## config.mk

```make
export PLATFORM = sky130hd
export DESIGN_NAME = jet_ctrl
export DESIGN_NICKNAME = d
export VERILOG_FILES = /design/src/rtl/jet_pkg.sv /design/src/rtl/jet_ctrl.sv
export SDC_FILE = /design/constraint.sdc
export NUM_CORES = 1
export LEC_CHECK = 0
export BUFFER_PORTS_ARGS = -buffer_cell sky130_fd_sc_hd__clkbuf_2
export CORE_AREA = 2 2 39 41
export DETAILED_ROUTE_END_ITERATION = 10
export DIE_AREA = 0 0 41 43
export PLACE_DENSITY_LB_ADDON = 0.05
export SLEW_MARGIN = 25
export SYNTH_ARGS = -nofsm -noshare
export SYNTH_HDL_FRONTEND = slang
export SYNTH_SLANG_ARGS = --single-unit
```

## constraint.sdc

```tcl
create_clock -name clk -period 0.97 [get_ports clk]
set_input_delay 0.194 -clock clk [delete_from_list [all_inputs] [get_ports clk]]
set_output_delay 0.194 -clock clk [all_outputs]
set_load 0.005 [all_outputs]
```

## src/rtl/jet_pkg.sv

```systemverilog
// Shared types, constants and helper functions for the Julia escape-time pixel engine.
// Used by every module under rtl; depends on nothing else.
package jet_pkg;

  // Field widths
  localparam int COORD_BITS = 12;
  localparam int ITER_BITS  = 10;

  // Fixed-point formats: z is Q6.26, c is Q2.26, squares are Q12.52
  localparam int FRAC_BITS = 26;
  localparam int Q_W       = 32;
  localparam int C_W       = 28;
  localparam int RAD_W     = 57;
  localparam int MAXIT_W   = 10;
  localparam int PSTEP_W   = 27;
  localparam int SQ_W      = 2 * Q_W;

  // Start-point mapping: coordinate * step, plus origin, with headroom for the sign and carry
  localparam int MPROD_W = COORD_BITS + PSTEP_W;
  localparam int MAP_W   = MPROD_W + 2;

  // Next z before saturation: shifted square term plus c, with one carry bit
  localparam int NXT_W = SQ_W - (FRAC_BITS - 1) + 1;

  // Configuration port
  localparam int CFG_IDX_W  = 3;
  localparam int CFG_DATA_W = RAD_W;

  typedef enum logic [CFG_IDX_W-1:0] {
    REG_C_REAL         = 3'd0,
    REG_C_IMAG         = 3'd1,
    REG_RADIUS_SQ      = 3'd2,
    REG_MAX_ITERATIONS = 3'd3,
    REG_ORIGIN_REAL    = 3'd4,
    REG_ORIGIN_IMAG    = 3'd5,
    REG_PIXEL_STEP     = 3'd6
  } cfg_reg_t;

  // Register values after reset
  localparam logic signed [C_W-1:0]   C_REAL_RST         = -28'sd46976205;
  localparam logic signed [C_W-1:0]   C_IMAG_RST         = 28'sd18129460;
  localparam logic [RAD_W-1:0]        RADIUS_SQ_RST      = 57'h40000000000000;
  localparam logic [MAXIT_W-1:0]      MAX_ITERATIONS_RST = 10'd150;
  localparam logic signed [Q_W-1:0]   ORIGIN_REAL_RST    = -32'sd98082186;
  localparam logic signed [Q_W-1:0]   ORIGIN_IMAG_RST    = -32'sd67108864;
  localparam logic [PSTEP_W-1:0]      PIXEL_STEP_RST     = 27'd206489;

  localparam logic signed [Q_W-1:0] Q_MAX = 32'sh7fffffff;
  localparam logic signed [Q_W-1:0] Q_MIN = 32'sh80000000;

  typedef struct packed {
    logic [COORD_BITS-1:0] pixel_col;
    logic [COORD_BITS-1:0] pixel_row;
  } pixel_in_t;

  typedef struct packed {
    logic [COORD_BITS-1:0] out_col;
    logic [COORD_BITS-1:0] out_row;
    logic [ITER_BITS-1:0]  iteration_count;
    logic                  inside_set;
  } pixel_out_t;

  typedef struct packed {
    logic signed [C_W-1:0] c_real;
    logic signed [C_W-1:0] c_imag;
    logic [RAD_W-1:0]      radius_sq;
    logic [MAXIT_W-1:0]    max_iterations;
    logic signed [Q_W-1:0] origin_real;
    logic signed [Q_W-1:0] origin_imag;
    logic [PSTEP_W-1:0]    pixel_step;
  } cfg_t;

  typedef enum logic [2:0] {
    ST_IDLE,
    ST_MAP_MUL,
    ST_MAP_ADD,
    ST_SQUARE,
    ST_STEP
  } state_t;

  // Commands from the controller to the datapath
  typedef struct packed {
    logic load;
    logic map_mul;
    logic map_add;
    logic square;
    logic step;
  } ctl_cmd_t;

  // Status from the datapath to the controller
  typedef struct packed {
    logic stop;
  } ctl_stat_t;

  // Clamp a mapped start point to Q6.26
  function automatic logic signed [Q_W-1:0] sat_map(input logic signed [MAP_W-1:0] v);
    logic all_one;
    logic all_zero;
    all_one  = &v[MAP_W-1:Q_W-1];
    all_zero = ~|v[MAP_W-1:Q_W-1];
    if (all_one || all_zero) begin
      return v[Q_W-1:0];
    end else if (v[MAP_W-1]) begin
      return Q_MIN;
    end else begin
      return Q_MAX;
    end
  endfunction

  // Clamp a new z part to Q6.26
  function automatic logic signed [Q_W-1:0] sat_next(input logic signed [NXT_W-1:0] v);
    logic all_one;
    logic all_zero;
    all_one  = &v[NXT_W-1:Q_W-1];
    all_zero = ~|v[NXT_W-1:Q_W-1];
    if (all_one || all_zero) begin
      return v[Q_W-1:0];
    end else if (v[NXT_W-1]) begin
      return Q_MIN;
    end else begin
      return Q_MAX;
    end
  endfunction

endpackage

```

## src/rtl/jet_ctrl.sv

```systemverilog
// Controller state machine of the Julia escape-time pixel engine.
// Depends on jet_pkg; sequences jet_datapath through mapping and the iteration loop.
module jet_ctrl (
  input  logic               clk,
  input  logic               rst,
  input  logic               start,
  output logic               busy,
  input  jet_pkg::ctl_stat_t stat,
  output jet_pkg::ctl_cmd_t  cmd
);

  jet_pkg::state_t state;
  jet_pkg::state_t state_next;

  always_ff @(posedge clk) begin
    if (rst) begin
      state <= jet_pkg::ST_IDLE;
    end else begin
      state <= state_next;
    end
  end

  always_comb begin
    state_next = state;
    cmd        = '0;
    busy       = 1'b1;
    case (state)
      jet_pkg::ST_IDLE: begin
        busy = 1'b0;
        if (start) begin
          cmd.load   = 1'b1;
          state_next = jet_pkg::ST_MAP_MUL;
        end
      end
      jet_pkg::ST_MAP_MUL: begin
        cmd.map_mul = 1'b1;
        state_next  = jet_pkg::ST_MAP_ADD;
      end
      jet_pkg::ST_MAP_ADD: begin
        cmd.map_add = 1'b1;
        state_next  = jet_pkg::ST_SQUARE;
      end
      jet_pkg::ST_SQUARE: begin
        cmd.square = 1'b1;
        state_next = jet_pkg::ST_STEP;
      end
      jet_pkg::ST_STEP: begin
        // Either advance z and go round again, or hand the word out
        cmd.step = 1'b1;
        if (stat.stop) begin
          state_next = jet_pkg::ST_IDLE;
        end else begin
          state_next = jet_pkg::ST_SQUARE;
        end
      end
      default: begin
        state_next = jet_pkg::ST_IDLE;
      end
    endcase
  end

endmodule

```

==> qor.csv <==
metric;value;unit
reg_top3;state (3);
setup_viol;8;
grt_max_degree;7;
synth_fa_ha_area_share;0;%
yosys_warnings;0;
numCtsBuffers;3;
fin_cells;53;
crit_path_end_kind;primary output;
period_minus_slack;1350;ps
remaining_drc_errors;0;
rsz0062_at_grt;yes;
ant_nets;0;
tightest_slew;254;ps
violations;negative setup slack;
antennaDiodeCount;0;
die_w;41;um
start_util;11.8;%
synthToLayoutAreaGrowth;131;%
grt_pass1_wl;841;um
grt_pass1_vias;199;
hold-worst-slack;134;ps
io_buffers;9;
nFillCells;161;
syn_nets;21;
wl;545;um
status;complete, but fails checks;
setup_ws;-375;ps
insertion_delay;230;ps
hp-class;in2reg;
ys_types;12;
dp.cells;45;
nets;42;
syn_area;164;um2
drv_cap;0;
drt-initial-drc-count;4;
cts_hold_buf;0;
synth.yosys.seq_area_share;36.6;%
num_rows;14;
crit_fanout;4;
numClockSinks;3;
crit_path_start_kind;register;
cts_root_buf;clkbuf_4;
top_register;state;
slew_headroom;82.8;%
die_h;43;um
ioPinCount;10;
muxShareOfSynthArea;0;%
synth_xor_area_share;0;%
cts_tree;built;
place_congestion;0.663;
clk_pin_slew;40;ps
min_period_over_period;139;%
pwr_density_cell;1330;nW/um2
ir_drop;0.000733;V
grt_overflow_total;0;
h-tree-depth;1;
path_class;reg2out;
r2r_slack;-270;ps
placed_cell_area;259;um2
final_area;378;um2
skew;3.23;ps
postSynthCellCount;17;
via_count;214;
dp_hpwl;380;um
reg2regPathDepth;4;
clock.fmax;743;MHz
hold_path_depth;2;
track_usage;7.62;%
drive_above_1_share;78.4;%
yosys.area_share.simple;41.2;%
synth_top_family_by_area;simple AND/OR/NAND/NOR gates;
routedWlPerCell;10.3;um
hold_viol;0;
final_core_util;27.3;%
worstPathRequired;780;ps
p_leak;0.174;nW
synth_compound_area_share;17.6;%
antenna_found_initial;0;
largest_reg_flops;3;
syn_area_per_cell;9.64;um2
fp.dieArea;1760;um2
detail_route.vias_per_cell;4.04;
drt_first_pass_iters;2;
ys_seq_elements;3;
clockBufferDepth;2;
worstPathArrival;1150;ps
finalMaxSlewViolations;0;
core-area;1380;um2
==> final timing paths <==
path	from	endpoint
setup / recovery	state[1]	cmd[4]
setup reg to reg	state[1]	state[0]
hold reg to reg	state[0]	state[0]
hold / removal	rst	state[0]
==> critical path: stages, from the launching register on <==
cell,delay (ps)
dfxtp_4,340
or3_4,400
nor2_4,80
clkbuf_2,100
==> layout make-up <==
class	instances	area [um2]	share of cell area [%]
multi-input combinational	12	135	35.8
timing repair buffer	16	118	31.1
sequential	3	71.3	18.9
clock buffer	4	26.3	6.95
tap	16	20.0	5.30
inverter	2	7.51	1.99
==> per-stage QoR <==
step / TNS (ps) / power [mW] / setup WS (ps)
2_1_floorplan: -31.8 / 0.187 / -31.8
3_3_place_gp: -698 / 0.241 / -147
3_5_place_dp: -588 / 0.240 / -147
4_1_cts: -2030 / 0.494 / -388
5_1_grt: -2810 / 0.543 / -441
6_report: -2370 / 0.504 / -375
==> power breakdown <==
part	internal (mW)	switching, mW	total (mW)
sequential	0.131	0.0135	0.144
clock	0.154	0.0676	0.222
combinational	0.0876	0.0503	0.138
total	0.373	0.131	0.504
==> cells by family after synthesis <==
logic type	after synthesis
compound gates	3
buf+inv	2
flops	3
simple gates	9
==> per-layer routing <==
metal	vias up	global-route usage, %	wire length, um
met5	-	0	0
met4	0	2.00	0
met3	0	7.85	36
met2	10	10.9	275
met1	98	7.37	233
li1	106	-	-
==> repair_timing <==
item                       in CTS  in global routing
setup buffers                   2                  2
hold endpoints to repair        0                  0
resized for setup              10                  6
pin swaps                       3                  2
setup endpoints to repair       8                  8
==> synthesized netlist by cell type <==
cell type | instances | area, um2
dfxtp_1 | 3 | 60.1
nor3b_1 | 3 | 22.5
inv_1 | 2 | 7.51
a211oi_2 | 1 | 12.5
and2_1 | 1 | 6.26
and3b_2 | 1 | 10.0
nor2_1 | 1 | 3.75
nor4b_1 | 1 | 8.76
o21bai_1 | 1 | 7.51
o31a_1 | 1 | 8.76
or3_2 | 1 | 7.51
or3b_1 | 1 | 8.76
==> placed cells by master, fill, tap and decap left out, drive strengths merged <==
master and n:
a211oi 1, and2 1, and3b 1, buf 10
clkbuf 10, dfxtp 3, inv 2, nor2 1
nor3b 3, nor4b 1, o21bai 1, o31a 1
or3 1, or3b 1
Power figures use the tool's default switching activity.
