File: config.mk
export PLATFORM = sky130hd
export DESIGN_NAME = jet_cfg_regs
export DESIGN_NICKNAME = d
export VERILOG_FILES = /design/src/rtl/jet_pkg.sv /design/src/rtl/jet_cfg_regs.sv
export SDC_FILE = /design/constraint.sdc
export NUM_CORES = 1
export LEC_CHECK = 0
export BUFFER_PORTS_ARGS = -buffer_cell sky130_fd_sc_hd__clkbuf_2
export CAP_MARGIN = 20
export CORE_UTILIZATION = 35
export DETAILED_ROUTE_END_ITERATION = 6
export PLACE_DENSITY = 0.59
export SYNTH_ARGS = -nofsm -noshare
export SYNTH_HDL_FRONTEND = slang
export SYNTH_SLANG_ARGS = --single-unit
File: constraint.sdc
create_clock -name clk -period 2.1 [get_ports clk]
set_clock_uncertainty 0.1 [all_clocks]
set_input_delay 0.21 -clock clk [delete_from_list [all_inputs] [get_ports clk]]
set_output_delay 0.21 -clock clk [all_outputs]
set_load 0.02 [all_outputs]
File: src/rtl/jet_pkg.sv
// Shared types, constants and helper functions for the Julia escape-time pixel engine.
// Used by every module under rtl; depends on nothing else.
package jet_pkg;

  // Field widths
  localparam int COORD_BITS = 12;
  localparam int ITER_BITS  = 10;

  // Fixed-point formats: z is Q6.26, c is Q2.26, squares are Q12.52
  localparam int FRAC_BITS = 26;
  localparam int Q_W       = 32;
  localparam int C_W       = 28;
  localparam int RAD_W     = 57;
  localparam int MAXIT_W   = 10;
  localparam int PSTEP_W   = 27;
  localparam int SQ_W      = 2 * Q_W;

  // Start-point mapping: coordinate * step, plus origin, with headroom for the sign and carry
  localparam int MPROD_W = COORD_BITS + PSTEP_W;
  localparam int MAP_W   = MPROD_W + 2;

  // Next z before saturation: shifted square term plus c, with one carry bit
  localparam int NXT_W = SQ_W - (FRAC_BITS - 1) + 1;

  // Configuration port
  localparam int CFG_IDX_W  = 3;
  localparam int CFG_DATA_W = RAD_W;

  typedef enum logic [CFG_IDX_W-1:0] {
    REG_C_REAL         = 3'd0,
    REG_C_IMAG         = 3'd1,
    REG_RADIUS_SQ      = 3'd2,
    REG_MAX_ITERATIONS = 3'd3,
    REG_ORIGIN_REAL    = 3'd4,
    REG_ORIGIN_IMAG    = 3'd5,
    REG_PIXEL_STEP     = 3'd6
  } cfg_reg_t;

  // Register values after reset
  localparam logic signed [C_W-1:0]   C_REAL_RST         = -28'sd46976205;
  localparam logic signed [C_W-1:0]   C_IMAG_RST         = 28'sd18129460;
  localparam logic [RAD_W-1:0]        RADIUS_SQ_RST      = 57'h40000000000000;
  localparam logic [MAXIT_W-1:0]      MAX_ITERATIONS_RST = 10'd150;
  localparam logic signed [Q_W-1:0]   ORIGIN_REAL_RST    = -32'sd98082186;
  localparam logic signed [Q_W-1:0]   ORIGIN_IMAG_RST    = -32'sd67108864;
  localparam logic [PSTEP_W-1:0]      PIXEL_STEP_RST     = 27'd206489;

  localparam logic signed [Q_W-1:0] Q_MAX = 32'sh7fffffff;
  localparam logic signed [Q_W-1:0] Q_MIN = 32'sh80000000;

  typedef struct packed {
    logic [COORD_BITS-1:0] pixel_col;
    logic [COORD_BITS-1:0] pixel_row;
  } pixel_in_t;

  typedef struct packed {
    logic [COORD_BITS-1:0] out_col;
    logic [COORD_BITS-1:0] out_row;
    logic [ITER_BITS-1:0]  iteration_count;
    logic                  inside_set;
  } pixel_out_t;

  typedef struct packed {
    logic signed [C_W-1:0] c_real;
    logic signed [C_W-1:0] c_imag;
    logic [RAD_W-1:0]      radius_sq;
    logic [MAXIT_W-1:0]    max_iterations;
    logic signed [Q_W-1:0] origin_real;
    logic signed [Q_W-1:0] origin_imag;
    logic [PSTEP_W-1:0]    pixel_step;
  } cfg_t;

  typedef enum logic [2:0] {
    ST_IDLE,
    ST_MAP_MUL,
    ST_MAP_ADD,
    ST_SQUARE,
    ST_STEP
  } state_t;

  // Commands from the controller to the datapath
  typedef struct packed {
    logic load;
    logic map_mul;
    logic map_add;
    logic square;
    logic step;
  } ctl_cmd_t;

  // Status from the datapath to the controller
  typedef struct packed {
    logic stop;
  } ctl_stat_t;

  // Clamp a mapped start point to Q6.26
  function automatic logic signed [Q_W-1:0] sat_map(input logic signed [MAP_W-1:0] v);
    logic all_one;
    logic all_zero;
    all_one  = &v[MAP_W-1:Q_W-1];
    all_zero = ~|v[MAP_W-1:Q_W-1];
    if (all_one || all_zero) begin
      return v[Q_W-1:0];
    end else if (v[MAP_W-1]) begin
      return Q_MIN;
    end else begin
      return Q_MAX;
    end
  endfunction

  // Clamp a new z part to Q6.26
  function automatic logic signed [Q_W-1:0] sat_next(input logic signed [NXT_W-1:0] v);
    logic all_one;
    logic all_zero;
    all_one  = &v[NXT_W-1:Q_W-1];
    all_zero = ~|v[NXT_W-1:Q_W-1];
    if (all_one || all_zero) begin
      return v[Q_W-1:0];
    end else if (v[NXT_W-1]) begin
      return Q_MIN;
    end else begin
      return Q_MAX;
    end
  endfunction

endpackage

File: src/rtl/jet_cfg_regs.sv
// Configuration register file for the Julia escape-time pixel engine.
// Depends on jet_pkg for the register indexes, widths and reset values.
module jet_cfg_regs (
  input  logic                           clk,
  input  logic                           rst,
  input  logic                           cfg_valid,
  output logic                           cfg_ready,
  input  logic [jet_pkg::CFG_IDX_W-1:0]  cfg_index,
  input  logic [jet_pkg::CFG_DATA_W-1:0] cfg_data,
  output jet_pkg::cfg_t                  cfg
);

  assign cfg_ready = 1'b1;

  always_ff @(posedge clk) begin
    if (rst) begin
      cfg.c_real         <= jet_pkg::C_REAL_RST;
      cfg.c_imag         <= jet_pkg::C_IMAG_RST;
      cfg.radius_sq      <= jet_pkg::RADIUS_SQ_RST;
      cfg.max_iterations <= jet_pkg::MAX_ITERATIONS_RST;
      cfg.origin_real    <= jet_pkg::ORIGIN_REAL_RST;
      cfg.origin_imag    <= jet_pkg::ORIGIN_IMAG_RST;
      cfg.pixel_step     <= jet_pkg::PIXEL_STEP_RST;
    end else if (cfg_valid && cfg_ready) begin
      case (jet_pkg::cfg_reg_t'(cfg_index))
        jet_pkg::REG_C_REAL:         cfg.c_real <= signed'(cfg_data[jet_pkg::C_W-1:0]);
        jet_pkg::REG_C_IMAG:         cfg.c_imag <= signed'(cfg_data[jet_pkg::C_W-1:0]);
        jet_pkg::REG_RADIUS_SQ:      cfg.radius_sq <= cfg_data[jet_pkg::RAD_W-1:0];
        jet_pkg::REG_MAX_ITERATIONS: cfg.max_iterations <= cfg_data[jet_pkg::MAXIT_W-1:0];
        jet_pkg::REG_ORIGIN_REAL:    cfg.origin_real <= signed'(cfg_data[jet_pkg::Q_W-1:0]);
        jet_pkg::REG_ORIGIN_IMAG:    cfg.origin_imag <= signed'(cfg_data[jet_pkg::Q_W-1:0]);
        jet_pkg::REG_PIXEL_STEP:     cfg.pixel_step <= cfg_data[jet_pkg::PSTEP_W-1:0];
        default: begin
          // drop writes beyond the register list
        end
      endcase
    end
  end

endmodule

==> results.tsv <==
metric	value	unit
# DRC	0	
sequential fraction of the synthesis area	50.3	%
Worst slew margin	58.7	%
worst hold path class	input pin to flip-flop	
antenna cell count	0	
Die Wd	158	um
ANT nets after route	0	
Row Count	56	
first-pass GRT wire length	36000	um
top cells by area, synth	dfxtp_1 (50%), mux2i_1 (25%), nand2b_1 (15%), nor2_1 (4.0%), buf_2 (1.5%)	
Max stage delay cell, worst path	dfxtp_1	
kind of critical path	flip-flop to primary output	
post-synthesis register bit count	214	
via count	6450	
largest register by flop count	cfg	
R2R Path Start	cfg[173]$_SDFFE_PP1P_	
Bufs on Longest Clock Path	3	
Worst Hold Path EP	cfg[78]$_SDFFE_PP0P_	
Largest regs	cfg: 214 flops	
CP cell instances	clkbuf_2	
crit share post-route	67.9	%
mean number of vias per cell	4.44	
Tmin final	1.43	ns
Avg WL per Cell	16.2	um
number of buffers created by CTS	25	
Synth Cell Area	8520	um^2
DP Wirelength	15900	um
Design Power	9.45	mW
worst skew pair latency	0.50	ns
Synth area leader	dfxtp_1	
Worst-Margin Slew	0.620	ns
Worst R2R End	cfg[173]$_SDFFE_PP1P_	
starting density of the core	36.0	%
final max-slew violation count	0	
P&R area growth vs syn	36.9	%
drt first-iter violations	306	
Die Area	25000	um^2
initial antenna violation count	0	
DP Area	10300	um^2
Routed WL	23500	um
r2r worst-path depth	2	
flop-to-flop setup slack	1.28	ns
TritonCTS clock tree	done	
Synthesis Warnings	0	
final instance area	11700	um^2
fmax	702	MHz
hold_sp	cfg_data[19]	
share of post-route cells with drive strength above 1	30.1	%
worst IR drop on VDD	0.490	mV
RD Place Congestion	0.733	
total of max-cap violations	0	
CTS resizes	0	
Largest register FFs	214	
hold path depth	3	
Core Box Area	23700	um^2
GRT Util Overall	18.7	%
1st-pass router iterations	4	
Ports	278	
count of input and output buffers	276	
Yosys top cell area share	50.3	%
gr ovfl total	0	
clock sinks	214	
startpoint types	flip-flop	
largest net degree at the start of global routing	94	
WP data required	1.79	ns
clock root buffer	clkbuf_16	
RSZ-0062 raised after global routing	false	
Pwr per Cell Area	810	nW/um^2
vias in the first global route	6362	
leading cell type in the layout, fill and taps excluded	clkbuf_2	
Worst-path clk slew	0.06	ns
leak pwr	5.65	nW
setup_tns	0	ns
Die H	158	um
Setup-failing EPs final	0	
synth unique cells	16	
Critical Path Fanout Max	2	
CP Capture Type	primary output	
Crit path depth	1	
Largest stage delay, worst path	0.41	ns
filler instances	2245	
status	finished clean	
most frequent cells in the layout	clkbuf_2 (275), mux2i_1 (214), dfxtp_1 (214), nand2b_1 (208), nor2_1 (91)	
# nets final	1182	
Fin. Hold Viols	0	
Syn Inst Count	800	
# H-tree levels	1	
Synthesized Nets	863	
synthesized area per cell	10.7	um^2
family with the most delay on the worst path	flip-flops	
crit path buf inv count	1	
WP data arrival	1.12	ns
==> through the flow <==
stage                     hold WS (ns)  instances  worst slack, ns  utilization [%]
final                           0.0325       1454            0.675             49.3
after global routing            0.0503       1454            0.649             49.3
after CTS                       0.0273       1454            0.655             49.3
after detailed placement         0.359       1356            0.503             43.4
after global placement           0.354       1356            0.519             43.4
after floorplan                  0.265        800            0.625                -
==> synth_stat cells <==
| cell | number |
|---|---|
| nor4bb_1 | 1 |
| nor4b_4 | 1 |
| buf_12 | 1 |
| mux2i_1 | 214 |
| and4bb_2 | 2 |
| buf_2 | 26 |
| buf_6 | 2 |
| buf_4 | 7 |
| clkbuf_1 | 25 |
| nand2b_1 | 208 |
| nor2_1 | 91 |
| conb_1 | 1 |
| nand4b_1 | 3 |
| dfxtp_1 | 214 |
| nand4bb_1 | 3 |
| or4b_4 | 1 |
==> how the worst max path moves through the flow <==
stage / startpoint / to / slack [ns]
floorplan: cfg_index[1] / cfg[205]$_SDFFE_PP0P_ / 0.62
global placement: rst / cfg[181]$_SDFFE_PP0P_ / 0.52
detailed placement: rst / cfg[124]$_SDFFE_PP0P_ / 0.50
CTS: cfg[173]$_SDFFE_PP1P_ / cfg[173] / 0.66
global route: cfg[126]$_SDFFE_PP0P_ / cfg[126] / 0.65
finish: cfg[173]$_SDFFE_PP1P_ / cfg[173] / 0.67
==> routing by layer <==
layer	track usage (%)	up-vias	routed length (um)	part of all wire [%]
met5	0	-	0	0
met4	4.40	0	339	1.4
met3	5.72	27	1800	7.6
met2	32.0	186	11000	47
met1	22.8	2977	10400	44
li1	-	3260	-	-
==> cells by family (layout without fill, tap and decap cells) <==
kind of cell | count (synthesis) | after routing | synth area share [%]
buf+inv | 61 | 396 | 3.74
flops | 214 | 214 | 50.3
other cells | 1 | 1 | 0.0440
mux | 214 | 214 | 25.1
simple gates | 310 | 310 | 20.8
==> timing repair <==
item	in CTS	in global routing
setup buffers	0	0
hold buffers	55	0
endpoints found under the hold margin	134	0
==> final cells by class <==
class	count	area, um^2	share of cell area, %
Timing Repair Buffer	353	2200	18.9
Sequential cell	214	4280	36.7
Multi-Input combinational cell	525	3950	33.8
Tap cell	319	399	3.42
Clock inverter	6	105	0.901
Clock buffer	37	731	6.26
==> power breakdown <==
group          leakage [nW]  switching [mW]  internal (mW)
logic                  3.50           0.449          0.372
registers              1.73          0.0491           4.15
clock network         0.412            1.68           2.75
(Power assumes the default switching activity.)
